$ cat src/hw/rtl/pd_pkg.sv
// shared types, constants and helpers for the percent decoder
`default_nettype none

package pd_pkg;

  // character codes
  localparam logic [7:0] CH_PERCENT = 8'h25;
  localparam logic [7:0] CH_PLUS    = 8'h2B;
  localparam logic [7:0] CH_SPACE   = 8'h20;
  localparam logic [7:0] CH_ZERO    = 8'h30;
  localparam logic [7:0] CH_NINE    = 8'h39;
  localparam logic [7:0] CH_UP_A    = 8'h41;
  localparam logic [7:0] CH_UP_F    = 8'h46;
  localparam logic [7:0] CH_LO_A    = 8'h61;
  localparam logic [7:0] CH_LO_F    = 8'h66;

  // configuration port
  localparam int CFG_IDX_W  = 1;
  localparam int CFG_DATA_W = 1;
  localparam logic [CFG_IDX_W-1:0] CFG_PLUS_AS_SPACE = 1'd0;
  localparam logic [CFG_IDX_W-1:0] CFG_STRICT_MODE   = 1'd1;

  // most results a single byte can cause
  localparam int MAX_RES = 3;
  localparam int CNT_W   = $clog2(MAX_RES + 1);

  typedef enum logic [1:0] {
    ERR_NONE    = 2'd0,
    ERR_UNTERM  = 2'd1,
    ERR_BAD_HEX = 2'd2
  } err_t;

  typedef enum logic [1:0] {
    HELD_NONE  = 2'd0,
    HELD_PCT   = 2'd1,
    HELD_DIGIT = 2'd2
  } held_t;

  typedef struct packed {
    logic [7:0] out_byte;
    logic       run_last;
    logic       string_end;
    err_t       error_code;
  } res_t;

  // all results caused by one byte, in order from index 0
  typedef struct packed {
    res_t [MAX_RES-1:0] res;
    logic [CNT_W-1:0]   n;
  } grp_t;

  function automatic logic is_hex(logic [7:0] c);
    return (c >= CH_ZERO && c <= CH_NINE) ||
           (c >= CH_LO_A && c <= CH_LO_F) ||
           (c >= CH_UP_A && c <= CH_UP_F);
  endfunction

  // nibble value of a hex digit, zero for anything else
  function automatic logic [3:0] hex_nib(logic [7:0] c);
    logic [7:0] v;
    v = 8'd0;
    if (c >= CH_ZERO && c <= CH_NINE) begin
      v = c - CH_ZERO;
    end else if (c >= CH_LO_A && c <= CH_LO_F) begin
      v = c - CH_LO_A + 8'd10;
    end else if (c >= CH_UP_A && c <= CH_UP_F) begin
      v = c - CH_UP_A + 8'd10;
    end
    return v[3:0];
  endfunction

endpackage

`default_nettype wire

$ cat src/hw/rtl/pd_channels.sv
// stream interfaces for the encoded byte input and the decoded result output
`default_nettype none

interface pd_item_if;
  logic       valid;
  logic       ready;
  logic [7:0] in_byte;
  logic       end_of_string;

  modport source (output valid, output in_byte, output end_of_string, input ready);
  modport sink (input valid, input in_byte, input end_of_string, output ready);
endinterface

interface pd_result_if;
  logic       valid;
  logic       ready;
  logic [7:0] out_byte;
  logic       run_last;
  logic       string_end;
  logic [1:0] error_code;

  modport source (output valid, output out_byte, output run_last, output string_end,
                  output error_code, input ready);
  modport sink (input valid, input out_byte, input run_last, input string_end,
                input error_code, output ready);
endinterface

`default_nettype wire

$ cat src/hw/rtl/pd_step.sv
// decode logic for one byte: result group and next escape state
`default_nettype none

module pd_step (
  input  wire logic [7:0]    in_byte,
  input  wire logic          eos,
  input  wire pd_pkg::held_t held,
  input  wire logic [7:0]    held_digit_byte,
  input  wire logic          discarding,
  input  wire logic          plus_as_space,
  input  wire logic          strict_mode,
  output pd_pkg::grp_t       grp,
  output pd_pkg::held_t      held_next,
  output logic [7:0]         held_digit_byte_next,
  output logic               discarding_next
);

  // effect of a byte seen with nothing held
  typedef struct packed {
    logic       emit;
    logic [7:0] val;
    logic       hold;
    logic       fail;
  } plain_t;

  function automatic plain_t plain_fn(logic [7:0] b, logic e, logic plus_sp, logic strict);
    plain_t p;
    p = '0;
    if (b == pd_pkg::CH_PERCENT) begin
      if (!e) begin
        p.hold = 1'b1;
      end else if (strict) begin
        p.fail = 1'b1;
      end else begin
        p.emit = 1'b1;
        p.val  = pd_pkg::CH_PERCENT;
      end
    end else if (plus_sp && b == pd_pkg::CH_PLUS) begin
      p.emit = 1'b1;
      p.val  = pd_pkg::CH_SPACE;
    end else begin
      p.emit = 1'b1;
      p.val  = b;
    end
    return p;
  endfunction

  plain_t                   pl;
  logic [pd_pkg::CNT_W-1:0] k;
  logic                     err;

  always_comb begin
    grp                  = '0;
    k                    = '0;
    err                  = 1'b0;
    held_next            = pd_pkg::HELD_NONE;
    held_digit_byte_next = held_digit_byte;
    discarding_next      = discarding;
    pl                   = plain_fn(in_byte, eos, plus_as_space, strict_mode);

    if (discarding) begin
      // drop the rest of a failed string
      if (eos) begin
        discarding_next = 1'b0;
      end
    end else begin
      unique case (held)
        pd_pkg::HELD_PCT: begin
          if (eos) begin
            if (strict_mode) begin
              grp.res[k].error_code = pd_pkg::ERR_UNTERM;
              k = k + 1'b1;
              err = 1'b1;
            end else begin
              grp.res[k].out_byte = pd_pkg::CH_PERCENT;
              k = k + 1'b1;
              grp.res[k].out_byte = in_byte;
              k = k + 1'b1;
            end
          end else if (pd_pkg::is_hex(in_byte)) begin
            held_next            = pd_pkg::HELD_DIGIT;
            held_digit_byte_next = in_byte;
          end else if (strict_mode) begin
            grp.res[k].error_code = pd_pkg::ERR_BAD_HEX;
            k = k + 1'b1;
            err = 1'b1;
            discarding_next = 1'b1;
          end else begin
            grp.res[k].out_byte = pd_pkg::CH_PERCENT;
            k = k + 1'b1;
            pl = plain_fn(in_byte, 1'b0, plus_as_space, strict_mode);
            if (pl.hold) begin
              held_next = pd_pkg::HELD_PCT;
            end
            if (pl.emit) begin
              grp.res[k].out_byte = pl.val;
              k = k + 1'b1;
            end
          end
        end
        pd_pkg::HELD_DIGIT: begin
          if (pd_pkg::is_hex(in_byte)) begin
            grp.res[k].out_byte = {pd_pkg::hex_nib(held_digit_byte),
                                   pd_pkg::hex_nib(in_byte)};
            k = k + 1'b1;
          end else if (strict_mode) begin
            grp.res[k].error_code = pd_pkg::ERR_BAD_HEX;
            k = k + 1'b1;
            err = 1'b1;
            discarding_next = !eos;
          end else begin
            grp.res[k].out_byte = pd_pkg::CH_PERCENT;
            k = k + 1'b1;
            grp.res[k].out_byte = held_digit_byte;
            k = k + 1'b1;
            if (pl.hold) begin
              held_next = pd_pkg::HELD_PCT;
            end
            if (pl.emit) begin
              grp.res[k].out_byte = pl.val;
              k = k + 1'b1;
            end
          end
        end
        default: begin
          if (pl.hold) begin
            held_next = pd_pkg::HELD_PCT;
          end
          if (pl.emit) begin
            grp.res[k].out_byte = pl.val;
            k = k + 1'b1;
          end
          if (pl.fail) begin
            grp.res[k].error_code = pd_pkg::ERR_UNTERM;
            k = k + 1'b1;
            err = 1'b1;
          end
        end
      endcase
    end

    // mark the last result of this byte, and the string end
    if (k != '0) begin
      grp.res[k - 1'b1].run_last   = 1'b1;
      grp.res[k - 1'b1].string_end = eos || err;
    end
    grp.n = k;
  end

endmodule

`default_nettype wire

$ cat src/hw/rtl/pd_res_queue.sv
// result register: holds one result group and hands it out one result a cycle while ready is high
`default_nettype none

module pd_res_queue (
  input  wire logic         clk,
  input  wire logic         rst,
  input  wire logic         load,
  input  wire pd_pkg::grp_t grp,
  output logic              free,
  output logic              valid,
  output pd_pkg::res_t      cur,
  input  wire logic         ready
);

  pd_pkg::res_t [pd_pkg::MAX_RES-1:0] res;
  logic [pd_pkg::CNT_W-1:0]           cnt;
  logic [pd_pkg::CNT_W-1:0]           idx;
  logic                               pop;

  assign valid = (cnt != '0);
  assign pop   = valid && ready;
  assign free  = (cnt == '0) || (cnt == pd_pkg::CNT_W'(1) && ready);

  always_comb begin
    case (idx)
      pd_pkg::CNT_W'(1): cur = res[1];
      pd_pkg::CNT_W'(2): cur = res[2];
      default:           cur = res[0];
    endcase
  end

  always_ff @(posedge clk) begin
    if (rst) begin
      cnt <= '0;
      idx <= '0;
    end else if (load && free && grp.n != '0) begin
      cnt <= grp.n;
      idx <= '0;
    end else if (pop) begin
      cnt <= cnt - 1'b1;
      idx <= idx + 1'b1;
    end
  end

  always_ff @(posedge clk) begin
    if (load && free) begin
      res <= grp.res;
    end
  end

endmodule

`default_nettype wire

$ cat src/hw/rtl/percent_decoder.sv
// top level of the streaming uri percent decoder
`default_nettype none

// Streaming percent decoder. One byte of an encoded string is taken per
// transaction on item, with end_of_string on the string's last byte; decoded
// bytes leave one per transaction on result, with run_last on the last result
// of each input byte and string_end on the final result of the string. A
// %XX escape (either case) gives one byte; '%' and the first digit are held
// inside and give nothing until the escape resolves. Strict mode turns a
// malformed escape into one error result that ends the string, then drops
// input up to the string's next end byte. Rate: one byte per cycle while
// result.ready is high and each byte gives at most one result; a byte giving
// two or three results (a malformed escape in lenient mode) holds the result
// register until its last result is taken, and the input register waits.
// Bytes pass through the input register, then the result register. The user
// must write configuration only while idle; the block does not enforce this.
module percent_decoder (
  input  wire logic                          clk,
  input  wire logic                          rst,
  pd_item_if.sink                            item,
  pd_result_if.source                        result,
  input  wire logic                          cfg_we,
  input  wire logic [pd_pkg::CFG_IDX_W-1:0]  cfg_index,
  input  wire logic [pd_pkg::CFG_DATA_W-1:0] cfg_data
);

  // configuration registers
  logic plus_as_space;
  logic strict_mode;

  // input register
  logic       iq_valid;
  logic [7:0] iq_byte;
  logic       iq_eos;

  // escape state, updated as the held item is decoded
  pd_pkg::held_t held;
  pd_pkg::held_t held_next;
  logic [7:0]    held_digit_byte;
  logic [7:0]    held_digit_byte_next;
  logic          discarding;
  logic          discarding_next;

  pd_pkg::grp_t grp;
  pd_pkg::res_t cur;
  logic         free;
  logic         move;

  // decoded item goes into the result register once it is free
  assign move       = iq_valid && free;
  assign item.ready = !iq_valid || move;

  always_ff @(posedge clk) begin
    if (rst) begin
      plus_as_space <= 1'b0;
      strict_mode   <= 1'b0;
    end else if (cfg_we) begin
      unique case (cfg_index)
        pd_pkg::CFG_PLUS_AS_SPACE: plus_as_space <= cfg_data[0];
        pd_pkg::CFG_STRICT_MODE:   strict_mode   <= cfg_data[0];
        default: ;
      endcase
    end
  end

  always_ff @(posedge clk) begin
    if (rst) begin
      iq_valid <= 1'b0;
    end else if (item.ready) begin
      iq_valid <= item.valid;
    end
  end

  // payload of the input register
  always_ff @(posedge clk) begin
    if (item.valid && item.ready) begin
      iq_byte <= item.in_byte;
      iq_eos  <= item.end_of_string;
    end
  end

  always_ff @(posedge clk) begin
    if (rst) begin
      held            <= pd_pkg::HELD_NONE;
      held_digit_byte <= 8'd0;
      discarding      <= 1'b0;
    end else if (move) begin
      held            <= held_next;
      held_digit_byte <= held_digit_byte_next;
      discarding      <= discarding_next;
    end
  end

  pd_step u_step (
    .in_byte              (iq_byte),
    .eos                  (iq_eos),
    .held                 (held),
    .held_digit_byte      (held_digit_byte),
    .discarding           (discarding),
    .plus_as_space        (plus_as_space),
    .strict_mode          (strict_mode),
    .grp                  (grp),
    .held_next            (held_next),
    .held_digit_byte_next (held_digit_byte_next),
    .discarding_next      (discarding_next)
  );

  pd_res_queue u_queue (
    .clk   (clk),
    .rst   (rst),
    .load  (move),
    .grp   (grp),
    .free  (free),
    .valid (result.valid),
    .cur   (cur),
    .ready (result.ready)
  );

  assign result.out_byte   = cur.out_byte;
  assign result.run_last   = cur.run_last;
  assign result.string_end = cur.string_end;
  assign result.error_code = cur.error_code;

`ifndef SYNTHESIS
  // nothing is held while a failed string is dropped
  a_disc_no_held: assert property (@(posedge clk) disable iff (rst)
    !(discarding && held != pd_pkg::HELD_NONE))
    else $error("escape held while discarding");

  // a string end leaves no held escape and no discard pending
  a_eos_clears: assert property (@(posedge clk) disable iff (rst)
    move && iq_eos |=> held == pd_pkg::HELD_NONE && !discarding)
    else $error("state left over after string end");

  // the rest of a result group follows without a gap
  a_group_contig: assert property (@(posedge clk) disable iff (rst)
    result.valid && result.ready && !result.run_last |=> result.valid)
    else $error("gap inside a result group");

  // an error result is always the last one of its string
  a_err_ends: assert property (@(posedge clk) disable iff (rst)
    result.valid && result.error_code != pd_pkg::ERR_NONE |->
      result.string_end && result.run_last)
    else $error("error result does not end the string");
`endif

endmodule

`default_nettype wire
$ cat src/flat_wrapper.sv
// flat-port wrapper written by rule: the top's interface ports become plain ports
module percent_decoder_flat 
  (clk, rst, cfg_we, cfg_index, cfg_data, item_valid, item_in_byte, item_end_of_string, item_ready, result_valid, result_out_byte, result_run_last, result_string_end, result_error_code, result_ready);
  pd_item_if item_i ();
  pd_result_if result_i ();
  input  wire logic clk;
  input  wire logic rst;
  input  wire logic cfg_we;
  input  wire logic [pd_pkg::CFG_IDX_W-1:0] cfg_index;
  input  wire logic [pd_pkg::CFG_DATA_W-1:0] cfg_data;
  input wire logic [$bits(item_i.valid)-1:0] item_valid;
  input wire logic [$bits(item_i.in_byte)-1:0] item_in_byte;
  input wire logic [$bits(item_i.end_of_string)-1:0] item_end_of_string;
  output wire logic [$bits(item_i.ready)-1:0] item_ready;
  output wire logic [$bits(result_i.valid)-1:0] result_valid;
  output wire logic [$bits(result_i.out_byte)-1:0] result_out_byte;
  output wire logic [$bits(result_i.run_last)-1:0] result_run_last;
  output wire logic [$bits(result_i.string_end)-1:0] result_string_end;
  output wire logic [$bits(result_i.error_code)-1:0] result_error_code;
  input wire logic [$bits(result_i.ready)-1:0] result_ready;
  assign item_i.valid = item_valid;
  assign item_i.in_byte = item_in_byte;
  assign item_i.end_of_string = item_end_of_string;
  assign item_ready = item_i.ready;
  assign result_valid = result_i.valid;
  assign result_out_byte = result_i.out_byte;
  assign result_run_last = result_i.run_last;
  assign result_string_end = result_i.string_end;
  assign result_error_code = result_i.error_code;
  assign result_i.ready = result_ready;
  percent_decoder u_core (.clk(clk), .rst(rst), .item(item_i), .result(result_i), .cfg_we(cfg_we), .cfg_index(cfg_index), .cfg_data(cfg_data));
endmodule
$ cat config.mk
export PLATFORM = sky130hd
export DESIGN_NAME = percent_decoder_flat
export DESIGN_NICKNAME = d
export VERILOG_FILES = /design/src/hw/rtl/pd_pkg.sv /design/src/hw/rtl/pd_channels.sv /design/src/hw/rtl/pd_step.sv /design/src/hw/rtl/pd_res_queue.sv /design/src/hw/rtl/percent_decoder.sv /design/src/flat_wrapper.sv
export SDC_FILE = /design/constraint.sdc
export NUM_CORES = 1
export LEC_CHECK = 0
export BUFFER_PORTS_ARGS = -buffer_cell sky130_fd_sc_hd__buf_2
export CAP_MARGIN = 20
export CELL_PAD_IN_SITES_DETAIL_PLACEMENT = 1
export CELL_PAD_IN_SITES_GLOBAL_PLACEMENT = 2
export CORE_ASPECT_RATIO = 1.5
export CORE_MARGIN = 4
export CORE_UTILIZATION = 39
export CTS_CLUSTER_DIAMETER = 40
export DETAILED_ROUTE_END_ITERATION = 8
export MAX_ROUTING_LAYER = met4
export PLACE_DENSITY = 0.88
export RECOVER_POWER = 50
export REMOVE_ABC_BUFFERS = 1
export SETUP_SLACK_MARGIN = 0.2
export SLEW_MARGIN = 10
export SYNTH_ARGS = -nofsm -noshare
export SYNTH_HDL_FRONTEND = slang
export SYNTH_SLANG_ARGS = --single-unit
export TNS_END_PERCENT = 100
$ cat constraint.sdc
create_clock -name clk -period 3.02 [get_ports clk]
set_input_delay 0.604 -clock clk [delete_from_list [all_inputs] [get_ports clk]]
set_output_delay 0.604 -clock clk [all_outputs]
set_load 0.01 [all_outputs]
==> impl.org, run 1 <==
** Place
- During placement, the flow inserted port buffers numbering 29.
- The HPWL after detailed placement is 6260 µm.
- Worst slack after detailed placement :: 0.328 ns
- At the end of routability-driven placement, the weighted congestion stood at 0.906.

** Critical path
- Worst EP arrival :: 2.70 ns
- WS Path Type :: flop to flop
- Launch point of the worst reg-to-reg path :: u_core.iq_byte[4]
- The endpoint identified for the worst register-to-register timing path is u_core.u_queue.res[14].
- Cell depth of the worst flop-to-flop path :: 8
- In this run the register-to-register setup slack is 0.39 ns.
- Worst path required time :: 3.09 ns
- CP max FO :: 6
- STA classifies the critical path endpoint as a flop.
- Crit path launch type :: flop

** Pwr
- For this design the total switching power over the nets is 0.824 mW.
- The share of total power dissipated in sequential elements is 40.2%.
- VDD sags by at most 0.429 mV.
- Power density of the placed cells :: 657 nW/µm²
- Per report_power, the clock group accounts for 36.9% of the total.
- The internal portion of the total power is 1.79 mW.
- Switching portion of total power :: 31.5%
- Leak :: 1.45 nW
- Part of the power in combinational logic :: 22.9%

** Yosys
- Multiplexer cells account for 2.07% of the synthesized area.
- After synthesis the cells add up to 3380 µm².
- Summed over its instances, the top area cell type makes up 37.3% of the synthesized netlist area.
- Xor and xnor area share after synthesis :: 1.29%
- Number of storage elements in the synthesis netlist :: 60
- For this run, asynchronously set or reset flops after synthesis account for 0%.
- Register area share after synthesis :: 47.9%
- Top area cells in the synthesized netlist :: sky130_fd_sc_hd__edfxtp_1, sky130_fd_sc_hd__dfxtp_1, sky130_fd_sc_hd__ha_1, sky130_fd_sc_hd__nand2_1, sky130_fd_sc_hd__nor2_1
- The netlist uses 63 different library cells.
- Dominant combinational cell family by area after synthesis :: compound AO/OA/AOI/OAI gates
- Number of synthesized flops with an enable pin :: 42
- The synthesized netlist devotes 19.4% of its cell area to compound gates.
- Arithmetic-cell share of the synthesized area counting full adders, half adders and majority gates :: 5.55%
- Synthesis produced 330 cells.
- Yosys top cell by area :: sky130_fd_sc_hd__edfxtp_1
- The Yosys step of the flow raised 0 warnings.
- Fraction of the mapped netlist area in simple logic gates :: 18.9%
- Primary flip-flop cell chosen by synthesis mapping :: sky130_fd_sc_hd__edfxtp_1
- A synthesized cell averages 10.2 µm².

** Clock network
- Clock net sink count :: 60
- Clock-pin slew on the worst setup and hold paths :: 0.06 ns
- Clock buffer depth :: 2
- At the later pin of the worst-skew pair, clock insertion delay measures 0.33 ns.
- Total CTS buffers :: 9
- Number of H-tree branching levels :: 3
- TritonCTS built the clock tree.
- Clk Tree Root Cell :: sky130_fd_sc_hd__clkbuf_16

** STA
- Dividing the final minimum period by the clock period gives 87.2%.
- In the final timing run, aggregate negative setup slack is 0 ns.
- Static timing analysis puts the maximum clock frequency at 0.380 GHz.
- Across the routed clock network, the largest skew measured is 0.00683 ns.
- Setup slack closes at 0.386 ns.
- Slew headroom :: 45.5%
- For the pin with the worst max-slew slack, the measured transition is 0.818 ns.
- Final Hold Vio Count :: 0
- The max-slew violation count was 0.
- Setup violations remaining at the end of the flow were counted as 0.
- The clock period could shrink to 2.63 ns.
- Unrepaired setup endpoints after global routing :: false

** Die
- From left edge to right edge, the die measures 84.0 µm.
- After floorplanning, the core was divided into 41 placement rows.
- For this design the top-level I/O count stands at 30.
- Die boundary height :: 122 µm
- The core region is 8410 µm².
- Once the floorplan was initialized, standard cells occupied 40.2% of the core.
- Area of the die :: 10300 µm²

** Drt
- DRT iter0 DRCs :: 163
- The count of nets left with antenna violations once routing finished came out at 0.
- Using the TritonRoute via totals, the vias-per-cell ratio works out to 5.57.
- The final layout contains routed wiring with a total length of 8470 µm.
- WL/cell :: 17.7 µm
- Remaining DRCs :: 0
- Summing over every cut layer, the via total after detailed routing is 2661.
- The pre-antenna-repair detailed-routing pass consisted of 4 iterations.

** Worst hold path
- The worst hold path begins at item_in_byte[1].
- Worst min-delay path class :: input pin to flop
- The worst hold path terminates at u_core.iq_byte[1].
- Worst hold stages :: 1

** Global routing
- Entering global routing, the biggest net connects 36 pins.
- Sum of overflow across all layers after global routing :: 0
- Global-route usage over all layers :: 18.1%
- First-pass GRT wire length :: 13900 µm
- The via count of the first global-routing pass was 2733.
- The initial antenna violation count came to 0.

** Cells and area
- Share of layout cells above drive strength 1 :: 20.2%
- The repair_antennas step left the layout with diodes totalling 0.
- Signed area change from the synthesized netlist to the final layout :: 17.5%
- Final net count :: 397

** Outcome
- Run status :: complete, no violations

** Flow run
- The tool flagged a number of max-cap violations equal to 0.
## metal layers
metal	global-route usage, %	up-vias	share of wire [%]
met5	-	-	0
met4	6.34	0	0.86
met3	4.60	4	4.4
met2	31.0	53	54
met1	20.4	1293	41
li1	-	1311	-
## through the flow
| stage | hold WS, ns | util, % | area [µm²] | power (mW) | std cells |
|---|---|---|---|---|---|
| floorplan | 0.456 | - | 3290 | 1.45 | 310 |
| global placement | 0.489 | 43.5 | 3660 | 1.64 | 458 |
| detailed placement | 0.500 | 43.5 | 3660 | 1.67 | 458 |
| CTS | 0.425 | 47.0 | 3950 | 2.65 | 474 |
| global route | 0.424 | 47.2 | 3980 | 2.77 | 478 |
| finish | 0.441 | 47.2 | 3980 | 2.61 | 478 |
## worst max path at each step
stage | startpoint | end
detailed placement | u_core.iq_byte[5] | u_core.u_queue.res[14]
CTS | u_core.iq_byte[5] | u_core.u_queue.res[14]
finish | u_core.iq_byte[4] | u_core.u_queue.res[14]
floorplan | u_core.iq_byte[4] | u_core.u_queue.res[14]
global placement | u_core.iq_byte[5] | u_core.u_queue.res[2]
global route | u_core.iq_byte[4] | u_core.u_queue.res[2]
## flip-flops by register name (all words and copies together) (netlist names)
name                    flops
u_core.iq_byte              8
u_core.u_queue.cnt          2
u_core.u_queue.idx          2
u_core.strict_mode          1
u_core.held                 2
u_core.discarding           1
u_core.iq_valid             1
u_core.held_digit_byte      8
u_core.plus_as_space        1
u_core.iq_eos               1
u_core.u_queue.res         33
## area by class of cell
type	instances	area (µm²)
Tap cell	107	134
Fill cell	970	4440
Sequential cell	60	1620
Inverter	20	75.1
Timing Repair Buffer	45	256
Clock buffer	9	225
Clock inverter	7	62.6
Multi-Input combinational cell	230	1600
## Yosys cell counts (3+ instances only)
master,instances
sky130_fd_sc_hd__mux2i_1,7
sky130_fd_sc_hd__a31oi_1,4
sky130_fd_sc_hd__edfxtp_1,42
sky130_fd_sc_hd__nand2b_1,4
sky130_fd_sc_hd__o211ai_1,3
sky130_fd_sc_hd__nand2_1,25
sky130_fd_sc_hd__a21o_1,3
sky130_fd_sc_hd__a22o_1,5
sky130_fd_sc_hd__o31ai_1,3
sky130_fd_sc_hd__inv_1,19
sky130_fd_sc_hd__ha_1,15
sky130_fd_sc_hd__dfxtp_1,18
sky130_fd_sc_hd__a211oi_1,4
sky130_fd_sc_hd__a22oi_1,12
sky130_fd_sc_hd__nor3_1,10
sky130_fd_sc_hd__and3_1,5
sky130_fd_sc_hd__a21oi_1,8
sky130_fd_sc_hd__o21ai_0,18
sky130_fd_sc_hd__nand3_1,6
sky130_fd_sc_hd__nor3b_1,3
sky130_fd_sc_hd__nor2_1,25
sky130_fd_sc_hd__xnor2_1,5
sky130_fd_sc_hd__a32o_1,8
sky130_fd_sc_hd__clkbuf_1,15
sky130_fd_sc_hd__nor3_2,5
sky130_fd_sc_hd__and2_1,7
sky130_fd_sc_hd__or3_1,4
sky130_fd_sc_hd__nor2b_1,4
## worst max-delay path, stage by stage (launching register included)
cell and delay (ns):
sky130_fd_sc_hd__edfxtp_1 0.39, sky130_fd_sc_hd__or4b_4 0.59, sky130_fd_sc_hd__nor2_1 0.15, sky130_fd_sc_hd__o21ai_0 0.24, sky130_fd_sc_hd__ha_1 0.30, sky130_fd_sc_hd__a22oi_1 0.23, sky130_fd_sc_hd__nand3_1 0.16, sky130_fd_sc_hd__nand2_1 0.21
sky130_fd_sc_hd__nor3_1 0.08
## layout by cell type, fill, tap and decap left out, types with 5 or more instances in the layout
cell                        instances
sky130_fd_sc_hd__a22oi_1           12
sky130_fd_sc_hd__o21ai_0           18
sky130_fd_sc_hd__a22o_1             5
sky130_fd_sc_hd__nand3_1            6
sky130_fd_sc_hd__nand2_1           25
sky130_fd_sc_hd__a32o_1             8
sky130_fd_sc_hd__inv_1             19
sky130_fd_sc_hd__xnor2_1            5
sky130_fd_sc_hd__and2_1             6
sky130_fd_sc_hd__nor2_1            25
sky130_fd_sc_hd__buf_4             14
sky130_fd_sc_hd__mux2i_1            7
sky130_fd_sc_hd__dfxtp_1           18
sky130_fd_sc_hd__a21oi_1            7
sky130_fd_sc_hd__and3_1             5
sky130_fd_sc_hd__edfxtp_1          42
sky130_fd_sc_hd__clkbuf_16          9
sky130_fd_sc_hd__ha_1              15
sky130_fd_sc_hd__buf_2             27
sky130_fd_sc_hd__nor3_2             5
sky130_fd_sc_hd__nor3_1            10
sky130_fd_sc_hd__clkinv_4           5
## power groups by stage
stage	combinational (mW)	sequential (mW)	clock [mW]
floorplan	0.382	1.06	0
global placement	0.577	1.07	0
detailed placement	0.596	1.07	0
CTS	0.602	1.06	0.989
global route	0.682	1.06	1.03
finish	0.598	1.05	0.964
## logic make-up after synthesis
family,Yosys count
flip-flops,60
multiplexers,7
AO/OA/AOI/OAI,89
XOR/XNOR,5
AND/OR/NAND/NOR,114
adder cells (fa/ha/maj),15
buffers and inverters,40
## timing repair
item,in CTS,in global routing
endpoints found under the hold margin,0,0
endpoints found under the setup margin,0,9
hold buffers,0,0
buffers inserted,0,4
gates resized for setup,0,2
No activity file was read; power rests on OpenSTA's default activity.
==> run 2: changes to the inputs <==
Settings changed: ABC_AREA from default to 1, CORE_UTILIZATION 39 to 37.
==> run 2 against run 1 <==
Compared with the run above:
- die area up 5.2%
- first-iteration DRC count up 9.2%
- utilization decreased by 2.8 points
- worst hold slack worse by 0.0031 ns
- wire length is 9.7% higher
- largest power group is now clock
- fmax grew 1.7%
- global-route usage grew 1.0 points
- non-clock buffer count fell by 15
- register-to-register slack gained 0.04 ns
- critical path depth rose by 6
- worst setup slack improved by 0.045 ns
- final area is 0.66% lower
==> impl.org, run 2 <==
** Cells and area
- The number of inserted filler cells in the final layout came to 1070 (+10%).
- Most frequent standard cell in the layout excluding fill and tap cells :: sky130_fd_sc_hd__nand2_1
- In the final layout, the registers with the most flip-flops are u_core.u_queue.res (33), u_core.held_digit_byte (8), u_core.iq_byte (8).
- Finished layout cell area :: 3950 µm² (-0.66%)
- Flip-flop count of the largest register after layout :: 33 (unchanged)
- The net count of the finished layout is 452 (+14%).
- Top reg by flops :: u_core.u_queue.res
- Commonest cells after routing, fill and taps aside :: sky130_fd_sc_hd__nand2_1, sky130_fd_sc_hd__inv_1, sky130_fd_sc_hd__nand3_1, sky130_fd_sc_hd__edfxtp_1, sky130_fd_sc_hd__nor2_1
- Signed area change from the synthesized netlist to the final layout :: 16.5%
- Antenna fix cells :: 0 (unchanged)
- The final cell count without fillers is 536 (+12%).
- The fraction of final layout cells with drive strength greater than 1 was 18.3% (-1.9 points).

** Clock network
- The clock-pin slew reported for the worst setup and hold paths after clock tree synthesis was 0.05 ns (about the same).
- The clock latency on the worst-skew pair was 0.34 ns (about the same).
- TritonCTS built the clock tree.
- The maximum buffer depth of the clock tree came to 2 (unchanged).
- Post-CTS repair timing setup buffer count :: 0 (unchanged)
- Number of H-tree branching levels :: 3 (unchanged)
- The CTS buffer count was 9 (unchanged).
- Clk Tree Root Cell :: sky130_fd_sc_hd__clkbuf_16
- The post-cts hold buffer count is 0 (unchanged).
- The number of clock sinks came to 60 (unchanged).

** Critical path
- Critical Path Max Stage Delay :: 0.45 ns (-0.14 ns)
- By instance count, the cell type seen most on the critical path is sky130_fd_sc_hd__nand2_1.
- Critical R2R Capture :: u_core.u_queue.cnt[1]
- Launch point of the worst reg-to-reg path :: u_core.held[0]
- The required time of the critical path came to 3.26 ns (+0.17 ns).
- Slowest cell on the critical path :: sky130_fd_sc_hd__nor2_1
- The largest fanout of any net on the critical path is 8 (+2).
- Cell Chain, Critical Path :: inv_1 > ha_1 > inv_1 > nand2_1 > nor2_1 > nand2_1 > a21oi_1 > a21oi_2 > nand2_2 > nand2_4 > nand2_1 > nand2_1 > nor2_1 > nor2_1
- STA classifies the critical path startpoint as a flop.
- Critical Path Sink Type :: flop
- WS Path Type :: flop to flop
- Cell depth of the worst flop-to-flop path :: 14 (+6)
- The arrival time at the worst endpoint came to 2.83 ns (+0.13 ns).
- Flop2flop setup slack :: 0.43 ns (+0.04 ns)

** STA
- Top achievable clock speed :: 0.386 GHz (+1.7%)
- Final Hold Vio Count :: 0 (unchanged)
- Post-route clock skew :: 0.00633 ns (-0.000505 ns)
- Setup TNS after final layout :: 0 ns (unchanged)
- The count of final setup violators is 0 (unchanged).
- The max-slew violation count is 0 (unchanged).
- Transition time at the pin with the least slew margin :: 0.964 ns (+0.147 ns)
- Post-route fraction of the period consumed by the critical path :: 85.7% (-1.5 points)
- Setup repair after global routing left no endpoint under its margin.
- Final critical-path required period :: 2.59 ns (-0.0448 ns)
- Slew headroom :: 35.7% (-9.8 points)

** Yosys
- Number of storage elements in the synthesis netlist :: 60 (unchanged)
- Register area share after synthesis :: 47.8% (-0.12 points)
- Commonest cells in the netlist :: sky130_fd_sc_hd__nand2_1, sky130_fd_sc_hd__inv_1, sky130_fd_sc_hd__edfxtp_1, sky130_fd_sc_hd__nand3_1, sky130_fd_sc_hd__nor2_1
- The number of enable flip-flop cells after synthesis is 42 (unchanged).
- Number of unique standard cell types used by synthesis :: 35 (-44%)
- Primary flip-flop cell chosen by synthesis mapping :: sky130_fd_sc_hd__edfxtp_1
- In the post-synthesis netlist, the biggest area contributors are sky130_fd_sc_hd__edfxtp_1, sky130_fd_sc_hd__dfxtp_1, sky130_fd_sc_hd__nand2_1, sky130_fd_sc_hd__nand3_1, sky130_fd_sc_hd__ha_1.
- The synthesized instance count is 389 (+18%).
- The biggest area contributor in the post-synthesis netlist is sky130_fd_sc_hd__edfxtp_1.
- The async set or reset register ratio after synthesis was 0% (unchanged).
- The cell area after synthesis came to 3390 µm² (+0.26%).
- Average size of a mapped cell :: 8.72 µm² (-15%)
- YS warnings :: 0 (unchanged)
- Top cell type's share of synthesized area :: 37.2% (-0.096 points)
- Cell with the most instances after synthesis :: sky130_fd_sc_hd__nand2_1

** Worst hold path
- The path with the worst hold slack has its endpoint at u_core.iq_byte[4].
- Worst min-delay path class :: input pin to flop
- The worst hold path begins at item_in_byte[4].
- The depth of the worst hold-timing path came to 1 (unchanged).

** Drt
- The detailed-routing iteration count for the pre-antenna-repair pass is 4 (unchanged).
- DRT iter0 DRCs :: 178 (+9.2%)
- Vias/cell :: 5.24 (-5.8%)
- Via Count :: 2811 (+5.6%)
- The final wirelength is 9290 µm (+9.7%).
- The remaining antenna violation count came to 0 (unchanged).
- Remaining DRCs :: 0 (unchanged)
- The per-cell routed wire length came to 17.3 µm (-2.2%).

** Die
- The die area is 10800 µm² (+5.2%).
- Die boundary height :: 125 µm (+2.6%)
- The total number of placement rows came to 42 (+2.4%).
- The top-level I/O count is 30 (unchanged).
- The horizontal die dimension was 86.2 µm (+2.5%).
- Core region area :: 8880 µm² (+5.6%)
- The effective utilization at floorplan was 38.2% (-2.0 points).

** Pwr
- Final total power :: 2.83 mW (+8.2%)
- The leakage power figure is 1.64 nW (+13%).
- Power density of the placed cells :: 716 nW/µm² (+8.9%)
- The maximum vdd ir drop came to 0.298 mV (-31%).

** Outcome
- Run status :: complete, no violations

** Place
- The cell area after placement is 3620 µm² (-1.0%).
- Final weighted congestion of routability-driven global placement :: 0.902 (-0.43%)
- The total placed cells including tap cells was 519 (+13%).
- The port buffer count was 29 (unchanged).
- Total half-perimeter wirelength after legalization and detailed placement :: 7220 µm (+15%)

** Global routing
- Number of antenna violations at the first check in global routing :: 0 (unchanged)
- The wire length of the first global-routing pass came to 15200 µm (+9.3%).
- Global-route usage over all layers :: 19.1% (+1.0 points)
- The overall overflow remaining after global route was 0 (unchanged).
- The via count of the first global-routing pass is 3048 (+12%).
- The maximum number of pins on one net before global-route repair is 39 (+8.3%).

** Flow run
- Max Cap Violations :: 0 (unchanged)
-- run 2: critical path, delay by kind of cell, from the launching register on --
family / cells / cell delay, ns
AND/OR/NAND/NOR: 9 / 1.35
flip-flops: 1 / 0.35
AO/OA/AOI/OAI: 2 / 0.29
adder cells (fa/ha/maj): 1 / 0.28
buffers and inverters: 2 / 0.24
-- run 2: report_power, final --
group | switching (mW) | internal (mW)
sequential | 0.0538 | 1.01
clock | 0.362 | 0.731
combinational | 0.459 | 0.216
total | 0.875 | 1.95
-- run 2: routing by layer --
metal | global-route usage [%] | share of wire (%) | vias to the layer above
met1 | 19.3 | 37 | 1342
met4 | 9.13 | 3.6 | 0
li1 | - | - | 1384
met3 | 4.48 | 3.9 | 25
met5 | - | 0 | -
met2 | 33.8 | 55 | 60
-- run 2: cells by family (layout without fill, tap and decap cells) --
group / after synthesis / count (layout) / share of synthesized area (%)
buf+inv: 68 / 105 / 8.56
flops: 60 / 60 / 47.8
simple gates: 177 / 177 / 26.1
xor+xnor: 4 / 4 / 1.03
compound gates: 65 / 65 / 10.9
fa+ha+maj: 15 / 15 / 5.54
-- run 2: what timing repair did --
| item | in CTS | in global routing |
|---|---|---|
| endpoints found under the setup margin | 10 | 5 |
| resized for setup | 3 | 2 |
| cloned | 1 | 0 |
| pin swaps | 0 | 0 |
-- run 2: worst max-delay path by stage --
| stage | from | end | slack, ns |
|---|---|---|---|
| finish | u_core.held[0] | u_core.u_queue.cnt[1] | 0.43 |
| global route | u_core.held[0] | u_core.u_queue.cnt[1] | 0.13 |
| CTS | u_core.u_queue.idx[0] | result_out_byte[3] | 0.39 |
| detailed placement | u_core.iq_byte[1] | u_core.u_queue.cnt[0] | 0.50 |
| global placement | u_core.u_queue.idx[0] | result_out_byte[6] | 0.60 |
| floorplan | result_ready | u_core.held_digit_byte[0] | 0.76 |
-- run 2: final cells by class --
class	count	area, µm²	share of cell area, %
inverters	58	238	6.02
clock inverters	3	42.5	1.08
clock buffers	13	282	7.13
flip-flops and latches	60	1620	41.1
repair buffers	30	146	3.71
repair inverters	1	7.51	0.190
multi-input cells	261	1470	37.3
well taps	110	138	3.49
-- run 2: metrics by stage --
step,setup slack (ns),hold slack (ns),utilization (%)
5_1_grt,0.131,0.433,44.5
3_5_place_dp,0.502,0.484,40.8
4_1_cts,0.394,0.432,44.6
2_1_floorplan,0.763,0.433,-
6_report,0.431,0.438,44.5
3_3_place_gp,0.600,0.469,40.8
==> run 3: changes to the inputs <==
Settings changed: CORE_MARGIN 4 to default.
==> run 3 against run 2 <==
Compared with the run above:
- clock skew barely moved
- worst hold slack improved by 0.015 ns
- worst setup slack got worse by 0.083 ns
- final area fell by 1.6%
- critical endpoint unchanged
- count of clock-buffer cells in the layout fell by 1
==> impl.org, run 3 (synthesized netlist as in run 2, its figures left out) <==
** STA
- The final setup slack of the worst path came to 0.348 ns (-0.0830 ns).
- Slew headroom :: 35.6% (-0.088 points)
- The maximum clock rate was 0.374 GHz (-3.1%).
- The share of the clock period used by the worst path came to 88.5% (+2.7 points).
- The minimum clock period after layout came to 2.67 ns (+0.0830 ns).
- The count of endpoints failing hold in the final timing report came to 0 (unchanged).
- The pin slew with the least headroom to its limit is 0.966 ns (+0.00132 ns).
- The summed negative setup slack over all endpoints was 0 ns (unchanged).
- Total of endpoints with negative setup slack in the final report :: 0 (unchanged)
- Post-route clock skew :: 0.00609 ns (-0.000243 ns)
- Setup repair after global routing left no endpoint under its margin.
- The max-slew violation count was 0 (unchanged).

** Pwr
- The leakage power figure was 1.61 nW (-1.6%).
- The maximum vdd ir drop came to 0.362 mV (+22%).
- The areal power density over the cells came to 671 nW/µm² (-6.3%).
- Final total power :: 2.61 mW (-7.8%)

** Global routing
- The overall overflow remaining after global route is 0 (unchanged).
- The wire length of the first global-routing pass was 14600 µm (-3.7%).
- The initial antenna violation count came to 0 (unchanged).
- The combined global-route utilization of all metal layers was 21.0% (+1.9 points).
- The via count of the first global-routing pass is 2954 (-3.1%).
- The maximum number of pins on one net before global-route repair is 39 (unchanged).

** Cells and area
- Top reg by flops :: u_core.u_queue.res
- In the layout the commonest cells are sky130_fd_sc_hd__nand2_1, sky130_fd_sc_hd__inv_1, sky130_fd_sc_hd__nand3_1, sky130_fd_sc_hd__edfxtp_1, sky130_fd_sc_hd__nor2_1.
- Final net count :: 452 (unchanged)
- Most frequent standard cell in the layout excluding fill and tap cells :: sky130_fd_sc_hd__nand2_1
- Flip-flop count of the largest register after layout :: 33 (unchanged)
- The fraction of final layout cells with drive strength greater than 1 came to 17.4% (-0.94 points).
- Antenna fix cells :: 0 (unchanged)
- Finished layout cell area :: 3880 µm² (-1.6%)
- Leading registers by flop count :: u_core.u_queue.res (33), u_core.held_digit_byte (8), u_core.iq_byte (8)
- From synthesis to final layout, the design area changed by 14.5%.
- Fin util :: 43.7% (-0.73 points)

** Die
- Effective utilization at floorplan :: 38.2% (unchanged)
- Core region area :: 8880 µm² (unchanged)
- Total I/O pin count :: 30 (unchanged)
- Area of the die :: 9560 µm² (-11%)
- The total number of placement rows came to 42 (unchanged).
- The y dimension of the die came to 119 µm (-4.8%).
- The horizontal die dimension came to 80.2 µm (-7.0%).

** Place
- Worst slack after detailed placement :: 0.468 ns (-0.0337 ns)
- The port buffer count was 29 (unchanged).
- Cell area after placement :: 3620 µm² (unchanged)
- Total half-perimeter wirelength after legalization and detailed placement :: 6970 µm (-3.4%)
- Final weighted congestion of routability-driven global placement :: 0.932 (+3.3%)

** Critical path
- WS Path Type :: flop to flop
- Critical Path Sink Type :: flop
- The arrival time at the worst endpoint was 2.94 ns (+0.11 ns).
- The largest fanout of any net on the critical path came to 6 (-2).
- Crit path launch type :: flop
- The required time of the critical path is 3.28 ns (+0.02 ns).

** Clock network
- The clock latency on the worst-skew pair came to 0.32 ns (-0.02 ns).
- TritonCTS built the clock tree.
- Clock buffer depth :: 2 (unchanged)
- Number of buffers inserted by hold repair at cts :: 0 (unchanged)
- The maximum level of the CTS H-tree is 3 (unchanged).
- Clk Tree Root Cell :: sky130_fd_sc_hd__clkbuf_16
- Clock net sink count :: 60 (unchanged)
- The clock-pin slew reported for the worst setup and hold paths after clock tree synthesis came to 0.05 ns (about the same).
- Post-CTS repair timing setup buffer count :: 0 (unchanged)
- Total CTS buffers :: 9 (unchanged)

** Drt
- The remaining antenna violation count is 0 (unchanged).
- The remaining design rule violation count came to 0 (unchanged).
- Vias/cell :: 5.26 (+0.28%)
- DRT Pass-1 Iters :: 4 (unchanged)
- DRT iter0 DRCs :: 150 (-16%)
- Wire length reported by the detailed router :: 8900 µm (-4.2%)
- The per-cell routed wire length is 16.6 µm (-4.2%).
- Via Count :: 2819 (+0.28%)

** Outcome
- Run status :: complete, no violations

** Flow run
- Max Cap Violations :: 0 (unchanged)

** Worst hold path
- The worst hold path belongs to the class input pin to flop.
==> run 3: power by group <==
group          leakage, nW  internal, mW  switching, mW
registers            0.541          1.01         0.0539
logic                0.946         0.215          0.453
clock network        0.128         0.547          0.331
==> run 3: path summary, 6_finish.rpt <==
path	from	endpoint	slack [ns]	cells past startpoint
worst max-delay path	u_core.iq_byte[1]	u_core.u_queue.cnt[1]	0.35	17
worst min-delay path	item_in_byte[0]	u_core.iq_byte[0]	0.45	1
worst min register to register	u_core.plus_as_space	u_core.plus_as_space	0.49	2
worst max register to register	u_core.iq_byte[1]	u_core.u_queue.cnt[1]	0.35	17
==> run 3: repair_timing <==
action                                  CTS  global route
gates cloned                              0             1
resized for setup                         0             3
pin swaps                                 0             0
endpoints found under the setup margin    1            11
==> run 3: through the flow <==
| step | cells | hold WS (ns) |
|---|---|---|
| final | 536 | 0.453 |
| after global routing | 536 | 0.444 |
| after CTS | 535 | 0.449 |
| after detailed placement | 519 | 0.488 |
| after global placement | 519 | 0.472 |
| after floorplan | 379 | 0.433 |
==> run 3: area by class of cell <==
type | instances | area, µm²
clock buffer | 12 | 236
multi-input combinational | 261 | 1480
clock inverter | 4 | 18.8
sequential | 60 | 1620
inverter | 58 | 238
timing repair buffer | 30 | 148
timing repair inverter | 1 | 7.51
fill | 1067 | 5000
tap | 110 | 138
==> run 3: critical path, cell delays in order, from the launching register on <==
cell and delay [ns]:
sky130_fd_sc_hd__edfxtp_1 0.48, sky130_fd_sc_hd__inv_1 0.18, sky130_fd_sc_hd__ha_1 0.21, sky130_fd_sc_hd__inv_1 0.08, sky130_fd_sc_hd__nor2_1 0.10, sky130_fd_sc_hd__nand2_1 0.22
sky130_fd_sc_hd__nor2_1 0.23, sky130_fd_sc_hd__inv_1 0.08, sky130_fd_sc_hd__ha_1 0.29, sky130_fd_sc_hd__nand2_1 0.07, sky130_fd_sc_hd__inv_1 0.04, sky130_fd_sc_hd__a21oi_2 0.10
sky130_fd_sc_hd__nand2_2 0.11, sky130_fd_sc_hd__nand2_4 0.11, sky130_fd_sc_hd__nand2_4 0.08, sky130_fd_sc_hd__nor2_4 0.09, sky130_fd_sc_hd__nor2_1 0.05, sky130_fd_sc_hd__nor2_1 0.09
==> run 3: metal layers <==
metal / part of all wire, % / routed length, µm / GRT usage, %
met2: 54 / 4780 / 36.1
met1: 40 / 3570 / 22.9
met3: 2.8 / 246 / 4.14
met5: 0 / 0 / -
met4: 3.4 / 301 / 9.60
